<file path="config.mk">
export PLATFORM = sky130hd
export DESIGN_NAME = lcc_scale
export DESIGN_NICKNAME = d
export VERILOG_FILES = /design/src/hw/rtl/lcc_pkg.sv /design/src/hw/rtl/lcc_scale.sv
export SDC_FILE = /design/constraint.sdc
export NUM_CORES = 1
export LEC_CHECK = 0
export ABC_CLOCK_PERIOD_IN_PS = 12800
export BUFFER_PORTS_ARGS = -buffer_cell sky130_fd_sc_hd__buf_2
export CAP_MARGIN = 20
export CELL_PAD_IN_SITES_DETAIL_PLACEMENT = 1
export CELL_PAD_IN_SITES_GLOBAL_PLACEMENT = 1
export CORE_AREA = 2 2 252 254
export CTS_BUF_LIST = sky130_fd_sc_hd__clkbuf_4
export DETAILED_ROUTE_END_ITERATION = 6
export DIE_AREA = 0 0 254 256
export PLACE_DENSITY = 0.79
export SKIP_CTS_REPAIR_TIMING = 1
export SYNTH_ARGS = -nofsm -noshare
export SYNTH_HDL_FRONTEND = slang
export SYNTH_SLANG_ARGS = --single-unit
</file>
<file path="constraint.sdc">
create_clock -name clk_i -period 12.8 [get_ports clk_i]
set_input_delay 0.64 -clock clk_i [delete_from_list [all_inputs] [get_ports clk_i]]
set_output_delay 0.64 -clock clk_i [all_outputs]
set_load 0.01 [all_outputs]
</file>
<file path="src/hw/rtl/lcc_pkg.sv">
`default_nettype none

package lcc_pkg;

  // Operation codes carried by each input item.
  typedef enum logic [1:0] {
    OpTick    = 2'd0,
    OpReceive = 2'd1,
    OpReset   = 2'd2,
    OpFastFwd = 2'd3
  } lcc_op_e;

  typedef struct packed {
    lcc_op_e     op;
    logic [31:0] now_ms;
    logic [15:0] speed_permille;
    logic [31:0] time_value;
  } lcc_in_t;

  typedef struct packed {
    logic [31:0] local_time;
    logic [31:0] remote_time;
    logic [31:0] latency_estimate;
    logic        backwards_error;
  } lcc_out_t;

  // Widths of the tick scaling path.
  localparam int unsigned ElapsedW = 10;
  localparam int unsigned ScaledW  = 16;
  localparam int unsigned ProdW    = ElapsedW + ScaledW;

  // Elapsed time is clamped to one second.
  localparam logic [ElapsedW-1:0] ClampMs = 10'd1000;

  // floor(p / 1000) = (p * RecipM) >> RecipK, exact for every p below 2^26.
  localparam int unsigned RecipK  = 36;
  localparam int unsigned RecipMW = 27;
  localparam logic [RecipMW-1:0] RecipM = 27'd68719477;

  // floor(x / 3) = (x * Div3M) >> 33 for every 32-bit x.
  localparam logic [31:0] Div3M = 32'hAAAA_AAAB;
  localparam int unsigned Div3K = 33;

  // Item after the scaling front end: the elapsed time is already scaled.
  typedef struct packed {
    lcc_op_e             op;
    logic [31:0]         time_value;
    logic [ScaledW-1:0]  scaled_ms;
  } lcc_scaled_t;

endpackage

`default_nettype wire

</file>
<file path="src/hw/rtl/lcc_scale.sv">
`default_nettype none

module lcc_scale import lcc_pkg::*; (
  input  wire logic        clk_i,
  input  wire logic        rst_ni,
  input  wire logic        in_valid_i,
  output logic             in_stall_o,
  input  wire lcc_in_t     in_item_i,
  output logic             out_valid_o,
  input  wire logic        out_stall_i,
  output lcc_scaled_t      out_item_o
);

  // Stage one: input register.
  logic    s1_valid_q;
  lcc_in_t s1_item_q;

  // Stage two: elapsed time times speed.
  logic              s2_valid_q;
  lcc_op_e           s2_op_q;
  logic [31:0]       s2_time_q;
  logic [ProdW-1:0]  s2_prod_q;

  // Stage three: product divided by one thousand.
  logic        s3_valid_q;
  lcc_scaled_t s3_item_q;

  logic [31:0] last_tick_q;

  logic en1, en2, en3;
  logic [31:0]                elapsed_raw;
  logic [ElapsedW-1:0]        elapsed;
  logic [ProdW-1:0]           prod_d;
  logic [ProdW+RecipMW-1:0]   recip_prod;

  // Each stage moves on when it is empty or the one after it moves on.
  assign en3 = !s3_valid_q || !out_stall_i;
  assign en2 = !s2_valid_q || en3;
  assign en1 = !s1_valid_q || en2;
  assign in_stall_o = !en1;

  // Elapsed time since the last non-receive item, clamped to 0..1000 ms.
  assign elapsed_raw = s1_item_q.now_ms - last_tick_q;
  always_comb begin
    priority if (elapsed_raw[31]) begin
      elapsed = '0;
    end else if (elapsed_raw > {{(32-ElapsedW){1'b0}}, ClampMs}) begin
      elapsed = ClampMs;
    end else begin
      elapsed = elapsed_raw[ElapsedW-1:0];
    end
  end

  assign prod_d     = {{ScaledW{1'b0}}, elapsed} * {{ElapsedW{1'b0}}, s1_item_q.speed_permille};
  assign recip_prod = {{RecipMW{1'b0}}, s2_prod_q} * {{ProdW{1'b0}}, RecipM};

  always_ff @(posedge clk_i or negedge rst_ni) begin
    if (!rst_ni) begin
      s1_valid_q  <= 1'b0;
      s2_valid_q  <= 1'b0;
      s3_valid_q  <= 1'b0;
      last_tick_q <= '0;
    end else begin
      if (en1) begin
        s1_valid_q <= in_valid_i;
      end
      if (en2) begin
        s2_valid_q <= s1_valid_q;
        // Every operation but a receive restarts the tick reference.
        if (s1_valid_q && (s1_item_q.op != OpReceive)) begin
          last_tick_q <= s1_item_q.now_ms;
        end
      end
      if (en3) begin
        s3_valid_q <= s2_valid_q;
      end
    end
  end

  // Payload registers.
  always_ff @(posedge clk_i) begin
    if (en1 && in_valid_i) begin
      s1_item_q <= in_item_i;
    end
    if (en2 && s1_valid_q) begin
      s2_op_q   <= s1_item_q.op;
      s2_time_q <= s1_item_q.time_value;
      s2_prod_q <= prod_d;
    end
    if (en3 && s2_valid_q) begin
      s3_item_q.op         <= s2_op_q;
      s3_item_q.time_value <= s2_time_q;
      s3_item_q.scaled_ms  <= recip_prod[RecipK+ScaledW-1:RecipK];
    end
  end

  assign out_valid_o = s3_valid_q;
  assign out_item_o  = s3_item_q;

endmodule

`default_nettype wire

</file>
==> Yosys cells after proc, flatten, opt, wreduce, memory -nomap -nowiden <==
Cells that the tools add are included.
{ "word_totals": {"regBits": 227, "latchBits": 0, "ram_bits": 0, "rom_bits": 0, "in_bits": 86, "out_inout_bits": 52, "mem_count": 0} }
{ "classes": {"addsub": 1, "n_mul": 2, "div_mod_pow": 0, "n_lt_le_gt_ge": 1, "n_eq_ne": 1, "n_shift": 0, "n_mux": 2, "bitwise": 0, "reduce_logical": 13} }
{ "op_table": {"columns": ["cell", "count"], "rows": [
  ["multiplier 26 x 27 -> 52 bit (second input constant)", 1],
  ["greater-than comparator 32 x 10 -> 1 bit (second input constant)", 1],
  ["subtractor 32 bit", 1],
  ["multiplier 10 x 16 -> 26 bit", 1],
  ["two-way mux 10 bit", 2],
  ["zero test 1 bit", 5],
  ["logical AND 1 bit", 4],
  ["logical OR 1 bit", 3],
  ["!= test 2 x 1 -> 1 bit (second input constant)", 1],
  ["AND reduction 2 bit", 1]
]} }

==> Logic depth before layout (Yosys ltp) <==
Gate-level depths: netlist of the first run.
{ "depth": {"depth_word": 5, "ltp_mapped": 36, "mapped_depth_nobuf": 33} }

==> Least setup slack after synthesis of the first run <==
Ideal clock, no wire load.
{ "synth_path": {"path_type": "reg2reg", "startpoint": "register s1_item_q[48] (netlist name)", "endpoint": "register s2_prod_q[25], data pin", "arrival_ns": 8.089, "required_time_ns": 12.539, "path_slack_ns": 4.450, "path_stages_with_launch": 37, "period_less_slack_ns": 8.350, "cell_sequence": "edfxtp_1 inv_1 ha_1 inv_1 fa_1 a211oi_2 o31ai_4 a31oi_1 o21ai_0 a221oi_1 a41oi_1 nor4_1 and4_1 buf_4 buf_6 buf_6 nand4_1 fa_1 inv_1 fa_1 inv_1 fa_1 inv_1 fa_1 inv_1 fa_1 inv_1 ha_1 a21o_1 a21o_1 a21oi_1 o21ai_0 nor2_1 o21ai_0 or4_1 and3_1 a311o_1"} }
{ "synth_between": {"elab_chain_len": 5} }
{ "synth_lines": {"columns": ["item", "line", "text"], "rows": [
  ["start, declared", "lcc_scale.sv:16", "lcc_in_t s1_item_q;"],
  ["start signal, assigned", "lcc_scale.sv:83", "s1_item_q <= in_item_i;"],
  ["subtractor 32 bit (*)", "lcc_scale.sv:43", "assign elapsed_raw = s1_item_q.now_ms - last_tick_q;"],
  ["greater-than comparator 32 x 10 -> 1 bit", "lcc_scale.sv:47", "end else if (elapsed_raw > {{(32-ElapsedW){1'b0}}, ClampMs}) begin"],
  ["two-way mux 10 bit", "lcc_scale.sv:47", null],
  ["two-way mux 10 bit (*)", "lcc_scale.sv:45", "priority if (elapsed_raw[31]) begin"],
  ["multiplier 10 x 16 -> 26 bit (*)", "lcc_scale.sv:54", "assign prod_d = {{ScaledW{1'b0}}, elapsed} * {{ElapsedW{1'b0}}, s1_item_q.speed_permille};"],
  ["net prod_d[25]", "lcc_scale.sv:33", "logic [ProdW-1:0] prod_d;"],
  ["end signal, assigned", "lcc_scale.sv:88", "s2_prod_q <= prod_d;"],
  ["end, declared", "lcc_scale.sv:22", "logic [ProdW-1:0] s2_prod_q;"]
]} }
The timed path passes the listed nets; every way through them passes the cells marked *.
A chain may end at the register's enable or synchronous reset.

==> Worst setup path in the final report of the first run <==
Ends and elaborated chain as after synthesis.

==> impl_metrics.env, run 1 <==
export IMPL_cp_end_kind="flip-flop"
export IMPL_drive_gt1_share_pct=11.9
export IMPL_crit_cells=33
export IMPL_synth_edf_count=192
export IMPL_worstHoldStart="in_item_i[42]"
export IMPL_initial_core_util_pct=39.7
export IMPL_setup_tns_ns=0
export IMPL_die_x_um=254
export IMPL_dr_first_iter_drc_count=710
export IMPL_async_flop_share_pct=15.4
export IMPL_place_gp_congestion=0.916
export IMPL_finalSetupViolations=0
export IMPL_num_rows=92
export IMPL_ys_warn_count=0
export IMPL_htree_levels=2
export IMPL_num_io_pins=138
export IMPL_finalCriticalPeriod_ns=9.94
export IMPL_cp_top_family="adder cells"
export IMPL_regToRegSetupSlack_ns=2.86
export IMPL_final_common_cell="inv_1"
export IMPL_root_buffer="clkbuf_4"
export IMPL_dp_cells=3175
export IMPL_wl_um=66100
export IMPL_reg2reg_depth=33
export IMPL_ant_nets=0
export IMPL_portBuffers=137
export IMPL_stdcell_count=3319
export IMPL_avgRoutedWirePerCell_um=19.9
export IMPL_drv_cap=0
export IMPL_critPathKind="reg -> reg"
export IMPL_cts_buffer_depth=3
export IMPL_syn_nets=2997
export IMPL_reg2reg_from="s1_item_q[48]$_DFFE_PP_"
export IMPL_tightest_slew_ns=0.845
export IMPL_hold_violations=0
export IMPL_crit_arrival_ns=10.47
export IMPL_setup_slack_ns=2.86
export IMPL_remaining_drc_errors=0
export IMPL_synthCells=2232
export IMPL_antenna_found_initial=1
export IMPL_holdWs_ns=0.0584
export IMPL_final_cell_mix="inv_1 (507), ha_1 (356), fa_1 (323)"
export IMPL_pre_cts_ws_ns=2.99
export IMPL_crit_path_start="s1_item_q[48]$_DFFE_PP_"
export IMPL_grtUsageTotal_pct=20.4
export IMPL_fin_nets=3194
export IMPL_worstSetupStartpointType="flip-flop"
export IMPL_die_area_sq_mm=0.0650
export IMPL_yosysSeqAreaShare_pct=26.8
export IMPL_core_sq_mm=0.0624
export IMPL_fin_crit_sh_pct=77.6
export IMPL_grt_max_degree=83
export IMPL_area_delta_synth_final_pct=11.0
export IMPL_max_slew_margin_pct=43.7
export IMPL_cp_slowest_stage_delay_ns=0.77
export IMPL_cts_buffers=61
export IMPL_cp_data_required_time_ns=13.34
export IMPL_drv_slew=0
export IMPL_cts_tree="done"
export IMPL_rsz0062_at_grt="false"
export IMPL_outcome="finished, final reports clean"
export IMPL_clkSinkCount=227
export IMPL_num_vias=17400
export IMPL_global_route_overflow_total=0
export IMPL_r2r_end="s2_prod_q[25]$_DFFE_PP_"
export IMPL_synth_flop_cell="edfxtp_1"
export IMPL_routed_via_density=5.23
export IMPL_max_freq_mhz=101
export IMPL_cp_slowest_cell="and4_4"
export IMPL_die_h_um=256
export IMPL_syn_cell_area_sq_mm=0.0248
export IMPL_crit_end="s2_prod_q[25]$_DFFE_PP_"
export IMPL_clkLatencyLatePin_ns=0.80
export IMPL_grt_pass1_vias=20100
export IMPL_clkTransAtPathRegs_ns=0.07
export IMPL_dp_final_hpwl_um=54400
export IMPL_grt_pass1_wl_um=105000
export IMPL_syn_avg_cell_area_sq_um=11.1
export IMPL_yosysUniqueCellTypes=71
export IMPL_skew_ns=0.0627
export IMPL_crit_buf_inv=7
export IMPL_min_path_type="in -> reg"
export IMPL_ys_ff_latch=227
export IMPL_path_max_fanout=75
export IMPL_first_pass_iters=7
[registers in the layout, summed over array words and instances, names as in the netlist]
| signal | flops |
|---|---|
| out_valid_o | 1 |
| last_tick_q | 32 |
| s2_time_q | 32 |
| s2_op_q | 2 |
| out_item_o | 50 |
| s1_item_q | 82 |
| s1_valid_q | 1 |
| s2_prod_q | 26 |
| s2_valid_q | 1 |
[stage by stage]
stage | instance area [sq um] | utilization [%]
2_1_floorplan | 24800 | -
3_3_place_gp | 26400 | 42.3
3_5_place_dp | 26400 | 42.3
4_1_cts | 27100 | 43.4
5_1_grt | 27500 | 44.1
6_report | 27500 | 44.1
[cell type report]
cell class,count,area (sq um)
clock inverters,25,114
flip-flops and latches,227,6640
well taps,846,1060
multi-input cells,1446,16000
diodes,1,2.50
clock buffers,81,608
repair buffers,186,1170
inverters,507,1900
fillers,6932,34900
[worst register-to-register path: cells and delay by family, from the launching register on]
family | cells | cell delay (ns)
adders and majority gates | 8 | 3.37
AOI/OAI and AO/OA | 13 | 3.02
and+or+nand+nor | 5 | 2.01
buffers and inverters | 7 | 0.98
DFF | 1 | 0.36
[cells in the mapped netlist (all sizes together) (11+ instances only)]
cell	number	area share, %
mux2	31	1.4
a21oi	135	2.7
fa	323	26
o21bai	21	0.64
nand4b	13	0.46
dfrtp	35	3.5
buf	22	0.60
nor2	40	0.61
ha	356	18
and4	25	0.89
o21a	14	0.42
and2	13	0.33
a31oi	11	0.28
nand2	55	0.83
o21ai	63	1.3
a21o	60	1.8
nand4	51	1.3
nand3	24	0.49
xnor2	34	1.2
clkbuf	30	0.45
a211oi	15	0.50
edfxtp	192	23
and3	16	0.40
xor2	22	0.78
inv	507	7.7
nor3	20	0.40
[cells by family after synthesis]
logic type | after synthesis | synth area share (%)
mux | 35 | 1.57
compound gates | 381 | 9.98
simple gates | 295 | 6.81
buf+inv | 559 | 8.74
xor+xnor | 56 | 1.98
fa+ha+maj | 679 | 44.1
flops | 227 | 26.8
[worst min path at each step]
| stage | endpoint | slack [ns] | cells after the start |
|---|---|---|---|
| floorplan | last_tick_q[0]$_DFFE_PN0P_ | 0.34 | 0 |
| global placement | out_item_o[17]$_DFFE_PP_ | 0.40 | 0 |
| detailed placement | out_item_o[48]$_DFFE_PP_ | 0.41 | 0 |
| CTS | last_tick_q[4]$_DFFE_PN0P_ | -0.06 | 1 |
| global route | s1_item_q[26]$_DFFE_PP_ | 0.002 | 1 |
| finish | s1_item_q[42]$_DFFE_PP_ | 0.06 | 1 |
[metal layers]
metal | global-route usage, % | wire (um) | part of all wire [%]
met1 | 23.0 | 26000 | 39
met2 | 38.3 | 35400 | 54
met3 | 2.84 | 2400 | 3.6
met4 | 8.01 | 2230 | 3.4
met5 | 0 | 0 | 0
Power of run 1 is left out: the tool's default activity adds up to more than one toggle a clock period on the data nets, which glitch-free logic cannot reach.
==> run 2, diff against run 1 <==
- ABC_CLOCK_PERIOD_IN_PS: 12800 -> 8200
- PLACE_DENSITY: 0.79 -> 0.81
- clock period: 12.8 -> 8.2 ns (I/O delays scaled with it)
==> run 2 against run 1 <==
Routed wire length increased by 12%. Largest cell class unchanged. Global-route usage increased by 1.0 points. Clock skew decreased by 0.0024 ns. The flow now finishes with violations (setup timing). Sequential share of layout area decreased by 1.8 points. Count of clock-buffer cells in the layout increased by 6. Cell count increased by 6.4%. Maximum frequency increased by 17%. First-iteration DRC count increased by 25%.
==> impl_metrics.env, run 2 (synthesis results as in run 1) <==
export IMPL_path_max_fanout=8
export IMPL_min_path_type="in -> async"
export IMPL_wl_um=74300
export IMPL_die_x_um=254
export IMPL_htree_levels=2
export IMPL_drive_gt1_share_pct=18.7
export IMPL_cp_slowest_stage_delay_ns=0.52
export IMPL_cp_data_required_time_ns=8.72
export IMPL_cp_common_cell="fa_1"
export IMPL_cts_tree="done"
export IMPL_skew_ns=0.0603
export IMPL_drv_cap=0
export IMPL_final_cell_mix="inv_1 (500), ha_1 (351), fa_1 (317)"
export IMPL_final_core_util_pct=47.6
export IMPL_core_sq_mm=0.0624
export IMPL_initial_core_util_pct=39.7
export IMPL_root_buffer="clkbuf_4"
export IMPL_num_vias=18700
export IMPL_num_io_pins=138
export IMPL_routed_via_density=5.29
export IMPL_cp_end_kind="flip-flop"
export IMPL_setup_slack_ns=-0.318
export IMPL_setup_tns_ns=-0.763
export IMPL_clkSinkCount=227
export IMPL_antenna_found_initial=2
export IMPL_fin_crit_sh_pct=104
export IMPL_outcome="finished, violations left"
export IMPL_place_gp_congestion=0.911
export IMPL_area_delta_synth_final_pct=19.8
export IMPL_crit_arrival_ns=9.04
export IMPL_dp_cells=3303
export IMPL_ant_nets=0
export IMPL_failed_checks="setup timing"
export IMPL_critPathKind="reg -> reg"
export IMPL_grt_pass1_vias=21000
export IMPL_first_pass_iters=5
export IMPL_dp_final_hpwl_um=58300
export IMPL_stdcell_count=3530
export IMPL_num_rows=92
export IMPL_avgRoutedWirePerCell_um=21.0
export IMPL_finalSetupViolations=6
export IMPL_die_area_sq_mm=0.0650
export IMPL_drv_slew=0
export IMPL_global_route_overflow_total=0
export IMPL_finalCriticalPeriod_ns=8.52
export IMPL_fin_nets=3396
export IMPL_grt_pass1_wl_um=110000
export IMPL_clkLatencyLatePin_ns=0.78
export IMPL_grt_max_degree=83
export IMPL_max_slew_margin_pct=40.6
export IMPL_largest_register_ff_count=82
export IMPL_portBuffers=137
export IMPL_max_freq_mhz=117
export IMPL_clkTransAtPathRegs_ns=0.08
export IMPL_cp_slowest_cell="fa_1"
export IMPL_hold_violations=0
export IMPL_remaining_drc_errors=0
export IMPL_final_common_cell="inv_1"
export IMPL_rsz0062_at_grt="true"
export IMPL_cts_buffers=60
export IMPL_cts_buffer_depth=3
export IMPL_dr_first_iter_drc_count=889
export IMPL_tightest_slew_ns=0.891
export IMPL_grtUsageTotal_pct=21.4
export IMPL_worstSetupStartpointType="flip-flop"
export IMPL_die_h_um=256
export IMPL_top_register="s1_item_q"
==> run 2: layout make-up <==
type | count | area (sq um)
Antenna cell | 1 | 2.50
Clock buffer | 87 | 653
Clock inverter | 27 | 198
Fill cell | 6899 | 32700
Inverter | 507 | 1900
Multi-Input combinational cell | 1446 | 16200
Sequential cell | 227 | 6640
Tap cell | 846 | 1060
Timing Repair Buffer | 389 | 2980
==> run 2: layer usage <==
metal / share of wire, % / global-route usage (%)
met5: 0.020 / 0
met4: 5.3 / 11.0
met3: 3.1 / 2.71
met2: 54 / 39.9
met1: 38 / 23.6
==> run 2: worst max-delay path: cells and delay by family, from the launching register on <==
family | cells | cell delay, ns
xor+xnor | 1 | 0.10
compound gates | 10 | 2.07
fa+ha+maj | 8 | 3.21
flops | 1 | 0.39
buf+inv | 6 | 0.53
simple gates | 7 | 1.98
==> run 2: worst paths after layout <==
kind                                    startpoint                           to  slack [ns]  cells after the start
max                        s1_item_q[48]$_DFFE_PP_      s2_prod_q[25]$_DFFE_PP_       -0.32                     32
min                                         rst_ni       s1_valid_q$_DFFE_PN0N_        0.32                      2
max reg2reg                s1_item_q[48]$_DFFE_PP_      s2_prod_q[25]$_DFFE_PP_       -0.32                     32
min reg2reg                 s2_time_q[9]$_DFFE_PP_     out_item_o[25]$_DFFE_PP_        0.39                      0
max in group asynchronous                   rst_ni  last_tick_q[31]$_DFFE_PN0P_        7.31                      2
min in group clk_i                   in_item_i[22]      s1_item_q[22]$_DFFE_PP_        0.36                      2
==> run 2: through the flow <==
stage	instance area, sq um	hold slack [ns]	setup WS (ns)
CTS	28200	-0.267	-0.587
floorplan	24800	0.114	0.0622
global route	29700	0.315	-0.615
detailed placement	27400	0.406	-0.563
finish	29700	0.321	-0.318
global placement	27400	0.400	-0.231
Power of run 2 is left out for the same reason.
==> run 3, diff against run 2 <==
- GPL_TIMING_DRIVEN: default -> 0
==> run 3 against run 2 <==
Register-to-register slack lost 0.05 ns. Highest routed layer is now met4. Critical path depth is 2 higher. Design area fell by 2.9%. Die area stayed put. Cell count is 2.7% lower. Sequential share of layout area rose by 0.67 points. Non-clock buffer count down 96. Flip-flop and latch count did not move. Maximum frequency is 0.53% lower. The flow still finishes with violations (setup timing). Routed wire length is 2.7% lower. First-iteration DRC count shrank 6.0%.
==> impl_metrics.env, run 3 (synthesis results as in run 1) <==
export IMPL_cts_tree="done"
export IMPL_drv_cap=0
export IMPL_fin_nets=3306
export IMPL_avgRoutedWirePerCell_um=21.0
export IMPL_hold_violations=0
export IMPL_clkTransAtPathRegs_ns=0.06
export IMPL_finalCriticalPeriod_ns=8.56
export IMPL_final_cell_mix="inv_1 (501), ha_1 (345), fa_1 (319)"
export IMPL_top_register="s1_item_q"
export IMPL_finalSetupViolations=3
export IMPL_clkLatencyLatePin_ns=0.81
export IMPL_grtUsageTotal_pct=21.6
export IMPL_global_route_overflow_total=0
export IMPL_stdcell_count=3434
export IMPL_remaining_drc_errors=0
export IMPL_die_h_um=256
export IMPL_reg2reg_from="s1_item_q[48]$_DFFE_PP_"
export IMPL_tightest_slew_ns=1.05
export IMPL_area_delta_synth_final_pct=16.4
export IMPL_worstSetupStartpointType="flip-flop"
export IMPL_initial_core_util_pct=39.7
export IMPL_setup_slack_ns=-0.363
export IMPL_max_slew_margin_pct=30.0
export IMPL_finalInstanceArea_sq_mm=0.0288
export IMPL_fin_crit_sh_pct=104
export IMPL_grt_max_degree=53
export IMPL_die_x_um=254
export IMPL_place_gp_congestion=0.958
export IMPL_r2r_end="s2_prod_q[25]$_DFFE_PP_"
export IMPL_largest_register_ff_count=82
export IMPL_post_dp_cell_area_sq_mm=0.0266
export IMPL_root_buffer="clkbuf_4"
export IMPL_num_io_pins=138
export IMPL_cts_buffers=66
export IMPL_routed_via_density=5.29
export IMPL_rsz0062_at_grt="true"
export IMPL_max_freq_mhz=117
export IMPL_wl_um=72300
export IMPL_dr_first_iter_drc_count=836
export IMPL_clkSinkCount=227
export IMPL_cp_end_kind="flip-flop"
export IMPL_regToRegSetupSlack_ns=-0.36
export IMPL_ant_nets=0
export IMPL_critPathKind="reg -> reg"
export IMPL_final_core_util_pct=46.2
export IMPL_path_max_fanout=10
export IMPL_cp_slowest_stage_delay_ns=0.54
export IMPL_outcome="finished, violations left"
export IMPL_cp_common_cell="fa_1"
export IMPL_crit_buf_inv=8
export IMPL_grt_pass1_wl_um=109000
export IMPL_cp_slowest_cell="fa_1"
export IMPL_cp_top_family="adder cells"
export IMPL_final_common_cell="inv_1"
export IMPL_htree_levels=3
export IMPL_cts_buffer_depth=3
export IMPL_core_sq_mm=0.0624
export IMPL_first_pass_iters=5
export IMPL_fillers=6920
export IMPL_antenna_found_initial=1
export IMPL_skew_ns=0.0698
export IMPL_drv_slew=0
export IMPL_crit_arrival_ns=9.12
export IMPL_min_path_type="in -> async"
export IMPL_portBuffers=137
export IMPL_num_rows=92
export IMPL_cp_data_required_time_ns=8.75
export IMPL_dp_cells=3218
export IMPL_dp_final_hpwl_um=58400
export IMPL_reg2reg_depth=34
export IMPL_drive_gt1_share_pct=15.0
export IMPL_failed_checks="setup timing"
export IMPL_num_vias=18200
export IMPL_die_area_sq_mm=0.0650
export IMPL_grt_pass1_vias=20500
[run 3: worst max path at each step]
stage                     depth (start not counted)  slack [ns]                 endpoint                    start
final                                            34       -0.36  s2_prod_q[25]$_DFFE_PP_  s1_item_q[48]$_DFFE_PP_
after global placement                           36       -0.99  s2_prod_q[25]$_DFFE_PP_  s1_item_q[48]$_DFFE_PP_
after CTS                                        36       -1.12  s2_prod_q[25]$_DFFE_PP_  s1_item_q[48]$_DFFE_PP_
after floorplan                                  36        0.06  s2_prod_q[25]$_DFFE_PP_  s1_item_q[48]$_DFFE_PP_
after global routing                             33       -0.71  s2_prod_q[25]$_DFFE_PP_  s1_item_q[48]$_DFFE_PP_
after detailed placement                         36       -1.15  s2_prod_q[25]$_DFFE_PP_  s1_item_q[48]$_DFFE_PP_
[run 3: through the flow]
stage / hold WS, ns / TNS [ns] / setup slack, ns
2_1_floorplan: 0.114 / 0 / 0.0622
3_3_place_gp: 0.400 / -3.32 / -0.989
3_5_place_dp: 0.406 / -5.55 / -1.15
4_1_cts: -0.312 / -5.56 / -1.12
5_1_grt: 0.265 / -3.05 / -0.715
6_report: 0.304 / -0.545 / -0.363
[run 3: cell type report]
class | count | area [sq um] | share of cell area, %
well taps | 846 | 1060 | 3.67
repair buffers | 242 | 1780 | 6.18
clock inverters | 27 | 143 | 0.495
clock buffers | 87 | 653 | 2.27
plain buffers | 51 | 309 | 1.07
multi-input cells | 1446 | 16300 | 56.6
flip-flops and latches | 227 | 6640 | 23.1
inverters | 507 | 1900 | 6.61
diodes | 1 | 2.50 | 0.00869
[run 3: worst reg2reg max path: cells and delay by family, from the launching register on]
kind / cells / cell delay (ns)
fa+ha+maj: 8 / 3.21
compound gates: 12 / 2.56
simple gates: 5 / 1.31
buf+inv: 8 / 0.77
flops: 1 / 0.38
xor+xnor: 1 / 0.11
[run 3: routing by layer]
layer	vias to the layer above	track usage, %	wire [um]
li1	8207	-	-
met1	9360	23.5	27000
met4	0	8.66	2930
met2	436	41.3	39900
met3	179	3.30	2490
met5	-	0	0
Power of run 3 is left out for the same reason.
